$ cat config.mk
export PLATFORM = sky130hd
export DESIGN_NAME = thresholded_centroid
export DESIGN_NICKNAME = d
export VERILOG_FILES = /design/src/sv/thrc_pkg.sv /design/src/sv/thrc_regs.sv /design/src/sv/thrc_ctrl.sv /design/src/sv/thrc_dp.sv /design/src/sv/thresholded_centroid.sv
export SDC_FILE = /design/constraint.sdc
export NUM_CORES = 1
export LEC_CHECK = 0
export BUFFER_PORTS_ARGS = -buffer_cell sky130_fd_sc_hd__buf_2
export CAP_MARGIN = 20
export CORE_MARGIN = 2
export CORE_UTILIZATION = 50
export CTS_CLUSTER_DIAMETER = 80
export DETAILED_ROUTE_END_ITERATION = 6
export GPL_TIMING_DRIVEN = 0
export PLACE_DENSITY = 0.68
export SLEW_MARGIN = 40
export SYNTH_ARGS = -nofsm -noshare
export SYNTH_HDL_FRONTEND = slang
export SYNTH_SLANG_ARGS = --single-unit
$ cat constraint.sdc
create_clock -name clk -period 8.45 [get_ports clk]
set_clock_uncertainty 0.15 [all_clocks]
set_input_delay 1.2675 -clock clk [delete_from_list [all_inputs] [get_ports clk]]
set_output_delay 1.2675 -clock clk [all_outputs]
set_load 0.1 [all_outputs]
$ cat src/sv/thrc_pkg.sv
// ----------------------------------------------------------------------------
// thrc_pkg
// shared constants, register codes, state encoding and the command and
// status structs of the thresholded centroid block
// ----------------------------------------------------------------------------
package thrc_pkg;

    localparam int MAX_WIDTH     = 4096;
    localparam int MAX_HEIGHT    = 4096;
    localparam int FRACTION_BITS = 8;

    localparam int PIX_W    = 8;
    localparam int DIM_W    = 13;
    localparam int COL_W    = $clog2(MAX_WIDTH);
    localparam int ROW_W    = $clog2(MAX_HEIGHT);
    localparam int SUM_W    = 36;
    localparam int CNT_W    = 25;
    localparam int CENTER_W = 20;
    localparam int DVD_W    = SUM_W + FRACTION_BITS;
    localparam int STEP_W   = $clog2(DVD_W);
    localparam int ADDR_W   = 4;
    localparam int DATA_W   = 32;

    localparam logic [PIX_W-1:0] RESET_THRESHOLD = 8'h80;
    localparam logic [DIM_W-1:0] RESET_WIDTH     = 13'd640;
    localparam logic [DIM_W-1:0] RESET_HEIGHT    = 13'd480;

    typedef enum logic [1:0] {
        REG_THRESHOLD = 2'd0,
        REG_WIDTH     = 2'd1,
        REG_HEIGHT    = 2'd2,
        REG_NONE      = 2'd3
    } reg_index_t;

    typedef enum logic [2:0] {
        S_ACC = 3'b001,
        S_DIV = 3'b010,
        S_OUT = 3'b100
    } state_t;

    typedef struct packed {
        logic [PIX_W-1:0] threshold;
        logic [DIM_W-1:0] width;
        logic [DIM_W-1:0] height;
    } cfg_t;

    typedef struct packed {
        logic accept;
        logic capture;
        logic div_step;
        logic load_out;
    } cmd_t;

    typedef struct packed {
        logic frame_end;
        logic out_busy;
    } status_t;

endpackage

$ cat src/sv/thrc_regs.sv
// ----------------------------------------------------------------------------
// thrc_regs
// apb register bank holding threshold and frame size; gives the clamped
// frame dimensions to the datapath
// ----------------------------------------------------------------------------
module thrc_regs
(
    input  logic                          clk,
    input  logic                          rst_n,
    input  logic                          psel,
    input  logic                          penable,
    input  logic                          pwrite,
    input  logic [thrc_pkg::ADDR_W-1:0]   paddr,
    input  logic [thrc_pkg::DATA_W-1:0]   pwdata,
    output logic [thrc_pkg::DATA_W-1:0]   prdata,
    output logic                          pready,
    output thrc_pkg::cfg_t                cfg
);

    logic [thrc_pkg::PIX_W-1:0] threshold_reg, threshold_next;
    logic [thrc_pkg::DIM_W-1:0] width_reg, width_next;
    logic [thrc_pkg::DIM_W-1:0] height_reg, height_next;
    thrc_pkg::reg_index_t       index;
    logic                       wr_en;

    assign pready = 1'b1;
    assign index  = thrc_pkg::reg_index_t'(paddr[3:2]);
    assign wr_en  = psel & penable & pwrite & pready;

    always_comb
    begin
        threshold_next = threshold_reg;
        width_next     = width_reg;
        height_next    = height_reg;
        if (wr_en)
        begin
            unique case (index)
                thrc_pkg::REG_THRESHOLD: threshold_next = pwdata[thrc_pkg::PIX_W-1:0];
                thrc_pkg::REG_WIDTH:     width_next     = pwdata[thrc_pkg::DIM_W-1:0];
                thrc_pkg::REG_HEIGHT:    height_next    = pwdata[thrc_pkg::DIM_W-1:0];
                default:                 ;
            endcase
        end
    end

    always_ff @(posedge clk or negedge rst_n)
    begin
        if (!rst_n)
        begin
            threshold_reg <= thrc_pkg::RESET_THRESHOLD;
            width_reg     <= thrc_pkg::RESET_WIDTH;
            height_reg    <= thrc_pkg::RESET_HEIGHT;
        end
        else
        begin
            threshold_reg <= threshold_next;
            width_reg     <= width_next;
            height_reg    <= height_next;
        end
    end

    always_comb
    begin
        unique case (index)
            thrc_pkg::REG_THRESHOLD: prdata = thrc_pkg::DATA_W'(threshold_reg);
            thrc_pkg::REG_WIDTH:     prdata = thrc_pkg::DATA_W'(width_reg);
            thrc_pkg::REG_HEIGHT:    prdata = thrc_pkg::DATA_W'(height_reg);
            default:                 prdata = '0;
        endcase
    end

    // zero acts as one, oversize acts as the maximum
    always_comb
    begin
        cfg.threshold = threshold_reg;
        priority if (width_reg == '0)
            cfg.width = thrc_pkg::DIM_W'(1);
        else if (width_reg > thrc_pkg::DIM_W'(thrc_pkg::MAX_WIDTH))
            cfg.width = thrc_pkg::DIM_W'(thrc_pkg::MAX_WIDTH);
        else
            cfg.width = width_reg;
        priority if (height_reg == '0)
            cfg.height = thrc_pkg::DIM_W'(1);
        else if (height_reg > thrc_pkg::DIM_W'(thrc_pkg::MAX_HEIGHT))
            cfg.height = thrc_pkg::DIM_W'(thrc_pkg::MAX_HEIGHT);
        else
            cfg.height = height_reg;
    end

endmodule

$ cat src/sv/thrc_ctrl.sv
// ----------------------------------------------------------------------------
// thrc_ctrl
// controller: accumulate pixels, sequence the bit-serial divide, hand the
// result to the output register
// ----------------------------------------------------------------------------
module thrc_ctrl
(
    input  logic              clk,
    input  logic              rst_n,
    input  logic              in_valid,
    output logic              in_stall,
    input  thrc_pkg::status_t status,
    output thrc_pkg::cmd_t    cmd
);

    thrc_pkg::state_t            state_reg, state_next;
    logic [thrc_pkg::STEP_W-1:0] step_reg, step_next;

    assign in_stall     = (state_reg != thrc_pkg::S_ACC);
    assign cmd.accept   = in_valid & (state_reg == thrc_pkg::S_ACC);
    assign cmd.capture  = cmd.accept & status.frame_end;
    assign cmd.div_step = (state_reg == thrc_pkg::S_DIV);
    assign cmd.load_out = (state_reg == thrc_pkg::S_OUT) & ~status.out_busy;

    always_comb
    begin
        state_next = state_reg;
        step_next  = step_reg;
        unique case (state_reg)
            thrc_pkg::S_ACC:
            begin
                step_next = '0;
                if (cmd.capture)
                    state_next = thrc_pkg::S_DIV;
            end
            thrc_pkg::S_DIV:
            begin
                step_next = step_reg + 1'b1;
                if (step_reg == thrc_pkg::STEP_W'(thrc_pkg::DVD_W - 1))
                    state_next = thrc_pkg::S_OUT;
            end
            thrc_pkg::S_OUT:
            begin
                if (cmd.load_out)
                    state_next = thrc_pkg::S_ACC;
            end
            default:
            begin
                state_next = thrc_pkg::S_ACC;
            end
        endcase
    end

    always_ff @(posedge clk or negedge rst_n)
    begin
        if (!rst_n)
        begin
            state_reg <= thrc_pkg::S_ACC;
            step_reg  <= '0;
        end
        else
        begin
            state_reg <= state_next;
            step_reg  <= step_next;
        end
    end

endmodule

$ cat src/sv/thrc_dp.sv
// ----------------------------------------------------------------------------
// thrc_dp
// datapath: raster counters, column and row sums, bright tally, two
// restoring dividers sharing one divisor, output register
// ----------------------------------------------------------------------------
module thrc_dp
(
    input  logic                            clk,
    input  logic                            rst_n,
    input  thrc_pkg::cfg_t                  cfg,
    input  logic [thrc_pkg::PIX_W-1:0]      pixel,
    input  thrc_pkg::cmd_t                  cmd,
    output thrc_pkg::status_t               status,
    input  logic                            out_stall,
    output logic                            out_valid,
    output logic [thrc_pkg::CENTER_W-1:0]   center_x,
    output logic [thrc_pkg::CENTER_W-1:0]   center_y,
    output logic [thrc_pkg::CNT_W-1:0]      bright_count,
    output logic                            empty_frame
);

    localparam int CNT_W = thrc_pkg::CNT_W;
    localparam int DVD_W = thrc_pkg::DVD_W;

    typedef struct packed {
        logic [CNT_W-1:0] rem;
        logic [DVD_W-1:0] dq;
    } div_t;

    logic [thrc_pkg::COL_W-1:0]    col_reg, col_next;
    logic [thrc_pkg::ROW_W-1:0]    row_reg, row_next;
    logic [thrc_pkg::SUM_W-1:0]    col_sum_reg, col_sum_next, col_sum_add;
    logic [thrc_pkg::SUM_W-1:0]    row_sum_reg, row_sum_next, row_sum_add;
    logic [CNT_W-1:0]              tally_reg, tally_next, tally_add;
    logic                          hit, row_end, frame_end;

    div_t                          xdiv_reg, xdiv_next, ydiv_reg, ydiv_next;
    logic [CNT_W-1:0]              divisor_reg, divisor_next;
    logic                          empty_reg, empty_next;

    logic                          out_valid_reg, out_valid_next;
    logic [thrc_pkg::CENTER_W-1:0] cx_reg, cx_next, cy_reg, cy_next;
    logic [CNT_W-1:0]              cnt_reg, cnt_next;
    logic                          oempty_reg, oempty_next;

    function automatic div_t div_step(input div_t d, input logic [CNT_W-1:0] divisor);
        logic [CNT_W:0] rem_sh;
        logic [CNT_W:0] diff;
        logic           ge;
        div_t           r;
        rem_sh = {d.rem, d.dq[DVD_W-1]};
        diff   = rem_sh - {1'b0, divisor};
        ge     = (rem_sh >= {1'b0, divisor});
        r.rem  = ge ? diff[CNT_W-1:0] : rem_sh[CNT_W-1:0];
        r.dq   = {d.dq[DVD_W-2:0], ge};
        return r;
    endfunction

    assign hit         = (pixel > cfg.threshold);
    assign col_sum_add = col_sum_reg + (hit ? thrc_pkg::SUM_W'(col_reg) : '0);
    assign row_sum_add = row_sum_reg + (hit ? thrc_pkg::SUM_W'(row_reg) : '0);
    assign tally_add   = tally_reg + (hit ? CNT_W'(1) : '0);
    assign row_end     = (thrc_pkg::DIM_W'(col_reg) + 1'b1) >= cfg.width;
    assign frame_end   = row_end & ((thrc_pkg::DIM_W'(row_reg) + 1'b1) >= cfg.height);

    assign status.frame_end = frame_end;
    assign status.out_busy  = out_valid_reg & out_stall;

    always_comb
    begin
        col_next     = col_reg;
        row_next     = row_reg;
        col_sum_next = col_sum_reg;
        row_sum_next = row_sum_reg;
        tally_next   = tally_reg;
        xdiv_next    = xdiv_reg;
        ydiv_next    = ydiv_reg;
        divisor_next = divisor_reg;
        empty_next   = empty_reg;
        if (cmd.accept)
        begin
            priority if (frame_end)
            begin
                col_next     = '0;
                row_next     = '0;
                col_sum_next = '0;
                row_sum_next = '0;
                tally_next   = '0;
            end
            else if (row_end)
            begin
                col_next     = '0;
                row_next     = row_reg + 1'b1;
                col_sum_next = col_sum_add;
                row_sum_next = row_sum_add;
                tally_next   = tally_add;
            end
            else
            begin
                col_next     = col_reg + 1'b1;
                col_sum_next = col_sum_add;
                row_sum_next = row_sum_add;
                tally_next   = tally_add;
            end
        end
        if (cmd.capture)
        begin
            xdiv_next.rem = '0;
            xdiv_next.dq  = {col_sum_add, {thrc_pkg::FRACTION_BITS{1'b0}}};
            ydiv_next.rem = '0;
            ydiv_next.dq  = {row_sum_add, {thrc_pkg::FRACTION_BITS{1'b0}}};
            divisor_next  = tally_add;
            empty_next    = (tally_add == '0);
        end
        else if (cmd.div_step)
        begin
            xdiv_next = div_step(xdiv_reg, divisor_reg);
            ydiv_next = div_step(ydiv_reg, divisor_reg);
        end
    end

    always_comb
    begin
        cx_next     = cx_reg;
        cy_next     = cy_reg;
        cnt_next    = cnt_reg;
        oempty_next = oempty_reg;
        if (cmd.load_out)
        begin
            cx_next        = empty_reg ? '0 : xdiv_reg.dq[thrc_pkg::CENTER_W-1:0];
            cy_next        = empty_reg ? '0 : ydiv_reg.dq[thrc_pkg::CENTER_W-1:0];
            cnt_next       = divisor_reg;
            oempty_next    = empty_reg;
            out_valid_next = 1'b1;
        end
        else
        begin
            out_valid_next = out_valid_reg & out_stall;
        end
    end

    always_ff @(posedge clk or negedge rst_n)
    begin
        if (!rst_n)
        begin
            col_reg       <= '0;
            row_reg       <= '0;
            col_sum_reg   <= '0;
            row_sum_reg   <= '0;
            tally_reg     <= '0;
            out_valid_reg <= 1'b0;
        end
        else
        begin
            col_reg       <= col_next;
            row_reg       <= row_next;
            col_sum_reg   <= col_sum_next;
            row_sum_reg   <= row_sum_next;
            tally_reg     <= tally_next;
            out_valid_reg <= out_valid_next;
        end
    end

    always_ff @(posedge clk)
    begin
        xdiv_reg    <= xdiv_next;
        ydiv_reg    <= ydiv_next;
        divisor_reg <= divisor_next;
        empty_reg   <= empty_next;
        cx_reg      <= cx_next;
        cy_reg      <= cy_next;
        cnt_reg     <= cnt_next;
        oempty_reg  <= oempty_next;
    end

    assign out_valid    = out_valid_reg;
    assign center_x     = cx_reg;
    assign center_y     = cy_reg;
    assign bright_count = cnt_reg;
    assign empty_frame  = oempty_reg;

endmodule

$ cat src/sv/thresholded_centroid.sv
// ----------------------------------------------------------------------------
// thresholded_centroid
// one pixel word per cycle while a frame streams in and input is not stalled; the last
// pixel starts a restoring divide (one quotient bit per cycle, both axes at once)
// during which input is stalled; input stays stalled until the result word is
// loaded into the output register, which waits while a held result is stalled
// reset clears counters, sums and output valid; registers return to 128/640/480
// ----------------------------------------------------------------------------
module thresholded_centroid
(
    input  logic                            clk,
    input  logic                            rst_n,
    input  logic                            psel,
    input  logic                            penable,
    input  logic                            pwrite,
    input  logic [thrc_pkg::ADDR_W-1:0]     paddr,
    input  logic [thrc_pkg::DATA_W-1:0]     pwdata,
    output logic [thrc_pkg::DATA_W-1:0]     prdata,
    output logic                            pready,
    input  logic                            in_valid,
    output logic                            in_stall,
    input  logic [thrc_pkg::PIX_W-1:0]      pixel,
    output logic                            out_valid,
    input  logic                            out_stall,
    output logic [thrc_pkg::CENTER_W-1:0]   center_x,
    output logic [thrc_pkg::CENTER_W-1:0]   center_y,
    output logic [thrc_pkg::CNT_W-1:0]      bright_count,
    output logic                            empty_frame
);

    thrc_pkg::cfg_t    cfg;
    thrc_pkg::cmd_t    cmd;
    thrc_pkg::status_t status;

    thrc_regs u_regs
    (
        .clk     (clk),
        .rst_n   (rst_n),
        .psel    (psel),
        .penable (penable),
        .pwrite  (pwrite),
        .paddr   (paddr),
        .pwdata  (pwdata),
        .prdata  (prdata),
        .pready  (pready),
        .cfg     (cfg)
    );

    thrc_ctrl u_ctrl
    (
        .clk      (clk),
        .rst_n    (rst_n),
        .in_valid (in_valid),
        .in_stall (in_stall),
        .status   (status),
        .cmd      (cmd)
    );

    thrc_dp u_dp
    (
        .clk          (clk),
        .rst_n        (rst_n),
        .cfg          (cfg),
        .pixel        (pixel),
        .cmd          (cmd),
        .status       (status),
        .out_stall    (out_stall),
        .out_valid    (out_valid),
        .center_x     (center_x),
        .center_y     (center_y),
        .bright_count (bright_count),
        .empty_frame  (empty_frame)
    );

    a_load_shows: assert property (@(posedge clk) disable iff (!rst_n)
        cmd.load_out |=> out_valid)
        else $error("result load did not raise out_valid");

    a_div_stalls: assert property (@(posedge clk) disable iff (!rst_n)
        cmd.div_step |-> in_stall)
        else $error("input taken during divide");

    a_empty_zero: assert property (@(posedge clk) disable iff (!rst_n)
        out_valid && empty_frame |-> center_x == '0 && center_y == '0 && bright_count == '0)
        else $error("empty frame word carries nonzero fields");

    a_count_nonzero: assert property (@(posedge clk) disable iff (!rst_n)
        out_valid && !empty_frame |-> bright_count != '0)
        else $error("non-empty frame word with zero count");

endmodule
After elaboration in Yosys (flattened, before gate mapping)
Cells that the tools add are included.
{"block": "word_totals", "regBits": 395, "wordCells": 97, "inputBits": 51, "out_inout_bits": 101}
{"block": "op_classes", "n_mux": 27, "n_lt_le_gt_ge": 7, "bitwise_logic": 8, "n_reduce_logical": 12, "eq_ne": 10, "add_sub_neg": 10}
{"cell": "$mux W44", "count": 4}
{"cell": "$mux W25", "count": 3}
{"cell": "$add A36 B36 Y36", "count": 2}
{"cell": "$mux W12", "count": 6}
{"cell": "$mux W36", "count": 2}
{"cell": "$ge A26 B25 Y1", "count": 2}
{"cell": "$mux W13", "count": 4}
{"cell": "$sub A25 B25 Y25", "count": 2}
{"cell": "$pmux W13 S3", "count": 1}
{"cell": "$add A12 B1 Y13 const B", "count": 2}
{"cell": "$ge A13 B13 Y1", "count": 2}
{"cell": "$gt A13 B13 Y1 const B", "count": 2}
{"cell": "$logic_not A13 Y1", "count": 2}
{"cell": "$add A25 B25 Y25", "count": 1}
{"cell": "$logic_not A25 Y1", "count": 1}
{"cell": "$add A12 B1 Y12 const B", "count": 2}
{"cell": "$pmux W6 S2", "count": 1}
{"cell": "$mux W3", "count": 3}
{"cell": "$pmux W3 S3", "count": 1}
{"cell": "$gt A8 B8 Y1", "count": 1}
{"cell": "$reduce_and A2 Y1", "count": 4}
{"cell": "$and A1 B1 Y1", "count": 7}
{"cell": "$add A6 B1 Y6 const B", "count": 1}
{"cell": "$eq A6 B6 Y1 const B", "count": 1}
{"cell": "other kinds (13)", "count": 17}

Logic depth before layout (Yosys ltp)
{"block": "depth", "ltp_word": 8, "ltp_mapped": 25, "mapped_depth_nobuf": 22}

By module
A second synthesis with hierarchy kept.
{"block": "hier_totals", "cells_unflattened": 2306, "hier_area_um2": 22794.4}
{"mod": "thrc_dp", "cells_each": 2081, "seq_area_each_um2": 9298.9, "n_inst": 1, "area_each_um2": 20314.5}
{"mod": "thrc_regs", "cells_each": 167, "seq_area_each_um2": 859.6, "n_inst": 1, "area_each_um2": 1934.4}
{"mod": "thrc_ctrl", "cells_each": 58, "seq_area_each_um2": 226.5, "n_inst": 1, "area_each_um2": 545.5}

Worst setup path before layout
OpenSTA, ideal clock, no wires.
{"block": "synth_timing", "path_type": "input to register", "startpoint": "in pixel[1] (netlist name)", "endpoint": "reg u_dp.ydiv_reg[42] (netlist name) (data pin)", "setup_ns": 0.258, "cell_stages": 24, "t_required_ns": 8.042, "arrival_time_ns": 5.205, "path_buffers": 3, "path_slack_ns": 2.837, "path_cell_list": "ha_1 -> nor2b_1 -> o21a_1 -> o21ai_0 -> nand2b_1 -> a21oi_1 -> nor2_1 -> a211oi_1 -> a21oi_1 -> clkbuf_1 -> and2_1 -> ha_1 -> fa_1 -> a21o_1 -> a21oi_1 -> o21bai_1 -> a2111oi_2 -> o31ai_2 -> and4_1 -> buf_2 -> buf_2 -> nand2_1 -> xor2_1 -> o21ai_1"}
{"item": "start: declaration", "line": "thresholded_centroid.sv:22", "source": "input logic [thrc_pkg::PIX_W-1:0] pixel,"}
{"item": "end signal: assignment", "line": "thrc_dp.sv:167", "source": "ydiv_reg <= ydiv_next;"}
{"item": "end: declaration", "line": "thrc_dp.sv:37", "source": "div_t xdiv_reg, xdiv_next, ydiv_reg, ydiv_next;"}

Final worst setup path
{"block": "layout_timing", "startpoint": "in pixel[1] (netlist name)", "endpoint": "reg u_dp.empty_reg (data pin)"}
{"block": "layout_via", "elab_chain_len": 4}
{"item": "$gt A8 B8 Y1", "line": "thrc_dp.sv:59", "source": "assign hit = (pixel > cfg.threshold);"}
{"item": "$mux W1", "line": "thrc_dp.sv:62", "source": "assign tally_add = tally_reg + (hit ? CNT_W'(1) : '0);"}
{"item": "$add A25 B25 Y25", "line": "thrc_dp.sv:62"}
{"item": "net u_dp.tally_add[18]", "line": "thrc_dp.sv:34", "source": "logic [CNT_W-1:0] tally_reg, tally_next, tally_add;"}
{"item": "$logic_not A25 Y1", "line": "thrc_dp.sv:113", "source": "empty_next = (tally_add == '0);"}
{"item": "end signal: assignment", "line": "thrc_dp.sv:169", "source": "empty_reg <= empty_next;"}
{"item": "end: declaration", "line": "thrc_dp.sv:39", "source": "logic empty_reg, empty_next;"}
The timed path passes the listed nets, and every way through them passes these cells.
A chain may end at the register's enable or synchronous reset.

==> run summary <==
- 1929 ps — least setup slack across all paths after layout
- 13.46% — layout overhead on the synthesized area
- 60 ps — Clock transition at path regs
- 0 — Post-CTS Hold Fix Bufs
- 0 — diode count
- 12.69% — layout cells sized above 1
- 6521 ps — time the final worst path needs with I/O delays and setup
- 0 — Final setup violation count
- 9.720 um^2 — synthesized area per cell
- 3851 — final-layout fill cell count
- 11.01 nW — static power due to leakage
- 8570 ps — Worst Path Required
- 710 ps — critical path's largest stage delay
- 395 — number of register bits inferred by synthesis
- 50.77% — initial core utilization
- 0 — max-slew violation total from the final report
- 0.04432 mm^2 — placeable core area
- 0 ps — TNS Setup
- 0.1533 GHz — Max Freq
- 21.89% — area share of the largest cell type after synthesis
- 0 — post-cts repair resize count
- sky130_fd_sc_hd__edfxtp_1 — primary flip-flop cell chosen by synthesis mapping
- 34.27% — Net Sw Frac
- 31.6% — clock network fraction of total power
- 0 — remaining global-route overflow
- 68 — largest net degree at the start of global routing
- 164 — number of enable-type register cells in the synthesized netlist
- sky130_fd_sc_hd__edfxtp_1 — post-synth top area cell
- 0 — initial antenna violation count
- 312 x sky130_fd_sc_hd__nand2_1, 236 x sky130_fd_sc_hd__o21ai_0, 164 x sky130_fd_sc_hd__edfxtp_1, 157 x sky130_fd_sc_hd__dfrtp_1, 118 x sky130_fd_sc_hd__a21oi_1 — most common library cells after synthesis
- primary input to flop — kind of critical path
- 19.58 um — detailed-route wire length per cell
- 216.1 um — Chip Height
- 1722 — Initial DRC Count
- yes — TritonCTS clock tree
- 5.848 — Avg Vias per Cell
- 0.9266 — weighted congestion at the end of routability-driven global placement
- 110 — I/O Buffers
- complete, no violations — status
- 46.15% — fraction of the yosys area taken by sequential cells
- simple AND/OR/NAND/NOR gates — top cell family by delay on the critical path
- 45020 um — estimated wirelength of the detail-placed design
- 2 — number of H-tree levels
- 0 — number of warnings reported in the yosys synthesis log
- 296.7 ps — Worst Hold Margin
- flop to flop — classification of the worst-slack hold path
- 96880 um — wire length of the first global-routing pass
- 87 — number of distinct library cells after synthesis
- 41.06% — relative slew slack
- sky130_fd_sc_hd__ha_1 — cell repeated most along the worst path
- 216.1 um — Die X
- sky130_fd_sc_hd__nor4_1 — CP max stage cell
- sky130_fd_sc_hd__clkbuf_16 — CTS Root Cell
- 57.61% — Util after Layout
- 0.02250 mm^2 — summed instance area of the synthesized netlist
- 77 — num rows
- 0 — max-cap viol count
- 39.3% — portion of total power attributed to sequential cells
- buf_2, ha_1, nor2b_1, o21a_1, o21ai_0, nand2b_1, a21oi_1, nor2_1, a211oi_1, a21oi_1, clkbuf_1, ha_1, ha_1, and3_1, clkbuf_1, nand2_1, nor2_1, nand4_2, xnor2_1, or4_1, nor4_1 — cells traversed along the worst timing path
- 18.30k — total vias in the final route
- 0.04672 mm^2 — Die ar.
- 2667 — number of nets in the layout
- 6 — router iterations before antenna repair
- 0 — Routed Antenna Nets
- 0.002113 W — switching power
- 17.46k — number of global-route vias before repair
- 241.5 mW/mm^2 — Power per Cell Area
- 46 — clock buffers created by TritonCTS
- 10 — largest fanout on the critical path
- 0 — final hold violation count
- 6640 ps — Critical Path AT
- 29.1% — logic gate share of total power
- 3 — clock buffer depth
- 1401 ps — setup slack at placement
- 3 — critical path buffer and inverter count
- 0.1743 mV — worst voltage drop across the vdd grid
- no — RSZ-0062 raised after global routing
- 395 — number of sinks on the clock net
- 0 — post-route DRC violation count
- 77.17% — part of the cycle the worst path needs
- 61270 um — Routed WL
- 152 — num ports
- primary input — Setup crit start kind
- 25.96% — All-Layer GR Usage
- 0 — number of setup buffers added after CTS
- 0.004052 W — cell internal power dissipation
- sky130_fd_sc_hd__edfxtp_1 22%, sky130_fd_sc_hd__dfrtp_1 17%, sky130_fd_sc_hd__ha_1 6.3%, sky130_fd_sc_hd__dfxtp_1 5.9%, sky130_fd_sc_hd__o21ai_0 5.2% — most area-consuming cells after synthesis
- 2315 — Syn Inst Count
- 41.77% — share of flip-flops with an asynchronous set or reset
- sky130_fd_sc_hd__nand2_1 — library cell with the highest instance count after synthesis
- flop — sort of element at the end of the critical path
- 884.1 ps — transition at the pin with the smallest max-transition slack
- 590 ps — Worst-Skew Late Latency
## cells in the final DEF (no fill, tap or decap), types with 11 or more instances in the layout
| cell type | netlist | routed |
|---|---|---|
| sky130_fd_sc_hd__conb_1 | 2 | 20 |
| sky130_fd_sc_hd__a31oi_1 | 23 | 23 |
| sky130_fd_sc_hd__o21a_1 | 14 | 14 |
| sky130_fd_sc_hd__and2_1 | 33 | 33 |
| sky130_fd_sc_hd__edfxtp_1 | 164 | 164 |
| sky130_fd_sc_hd__clkbuf_1 | 85 | 96 |
| sky130_fd_sc_hd__mux2_2 | 34 | 34 |
| sky130_fd_sc_hd__nand4_1 | 21 | 21 |
| sky130_fd_sc_hd__xor2_1 | 81 | 81 |
| sky130_fd_sc_hd__mux2i_1 | 31 | 31 |
| sky130_fd_sc_hd__and3_1 | 37 | 37 |
| sky130_fd_sc_hd__a211oi_2 | 16 | 16 |
| sky130_fd_sc_hd__nor2_1 | 110 | 110 |
| sky130_fd_sc_hd__o21ai_0 | 236 | 236 |
| sky130_fd_sc_hd__clkbuf_16 | 0 | 48 |
| sky130_fd_sc_hd__a21o_1 | 52 | 52 |
| sky130_fd_sc_hd__o211ai_1 | 11 | 11 |
| sky130_fd_sc_hd__a22o_1 | 34 | 34 |
| sky130_fd_sc_hd__o21ai_1 | 17 | 17 |
| sky130_fd_sc_hd__o31ai_1 | 46 | 46 |
| sky130_fd_sc_hd__nor4_1 | 14 | 14 |
| sky130_fd_sc_hd__nor3_1 | 20 | 20 |
| sky130_fd_sc_hd__a21oi_1 | 118 | 117 |
| sky130_fd_sc_hd__buf_2 | 15 | 123 |
| sky130_fd_sc_hd__or3_1 | 16 | 16 |
| sky130_fd_sc_hd__xnor2_1 | 67 | 67 |
| sky130_fd_sc_hd__dfxtp_1 | 66 | 66 |
| sky130_fd_sc_hd__buf_4 | 23 | 24 |
| sky130_fd_sc_hd__ha_1 | 113 | 113 |
| sky130_fd_sc_hd__dfrtp_1 | 157 | 157 |
| sky130_fd_sc_hd__nor2b_1 | 51 | 51 |
| sky130_fd_sc_hd__nand2_1 | 312 | 311 |
| sky130_fd_sc_hd__nand3_1 | 71 | 71 |
| sky130_fd_sc_hd__nand2b_1 | 17 | 17 |
| sky130_fd_sc_hd__inv_1 | 79 | 79 |
## power groups by stage
| stage | clock network, W | registers (W) | logic [W] |
|---|---|---|---|
| floorplan | 0 | 0.00238 | 0.00139 |
| global placement | 0 | 0.00244 | 0.00172 |
| detailed placement | 0 | 0.00245 | 0.00176 |
| CTS | 0.00197 | 0.00241 | 0.00178 |
| global route | 0.00205 | 0.00245 | 0.00198 |
| finish | 0.00195 | 0.00242 | 0.00179 |
## path summary, 6_finish.rpt
kind	cells past startpoint	startpoint	to	slack, ps
setup / recovery	21	pixel[1]	u_dp.empty_reg	1930
hold / removal	0	u_dp.divisor_reg[17]	u_dp.bright_count[17]	300
setup reg to reg	21	u_regs.threshold_reg[1]	u_dp.empty_reg	2290
hold reg to reg	0	u_dp.divisor_reg[17]	u_dp.bright_count[17]	300
max in group asynchronous	2	rst_n	u_ctrl.state_reg[0]	6960
min in group asynchronous	1	rst_n	u_regs.threshold_reg[0]	440
## cell type report
class	count	area [um^2]	share of cell area [%]
buffer	138	695.7	2.725
sequential	395	10390	40.68
tap	592	740.7	2.901
clock buffer	65	1315	5.151
multi-input combinational	1720	11220	43.96
clock inverter	21	153.9	0.6028
inverter	80	300.3	1.176
timing repair buffer	118	715.7	2.803
## metrics by stage
stage | instance area (um^2) | total power, W | instances
2_1_floorplan | 22570 | 0.003772 | 2333
3_3_place_gp | 23860 | 0.004157 | 3035
3_5_place_dp | 24050 | 0.004213 | 3043
4_1_cts | 25520 | 0.006162 | 3129
5_1_grt | 25530 | 0.006477 | 3129
6_report | 25530 | 0.006165 | 3129
## logic make-up after synthesis
logic type | count (synthesis) | synth area share, %
buf+inv | 218 | 4.409
other cells | 2 | 0.03338
flops | 395 | 46.15
compound gates | 636 | 18.40
simple gates | 734 | 15.52
mux | 65 | 3.081
xor+xnor | 148 | 5.761
fa+ha+maj | 117 | 6.639
## layer usage
metal,GRT usage [%],vias to the layer above,routed length [um]
met1,38.45,8915,28760
li1,-,8679,-
met2,39.85,608,27000
met4,6.621,0,1375
met5,0,-,0
met3,3.944,97,4129
Power figures use the tool's default switching activity.
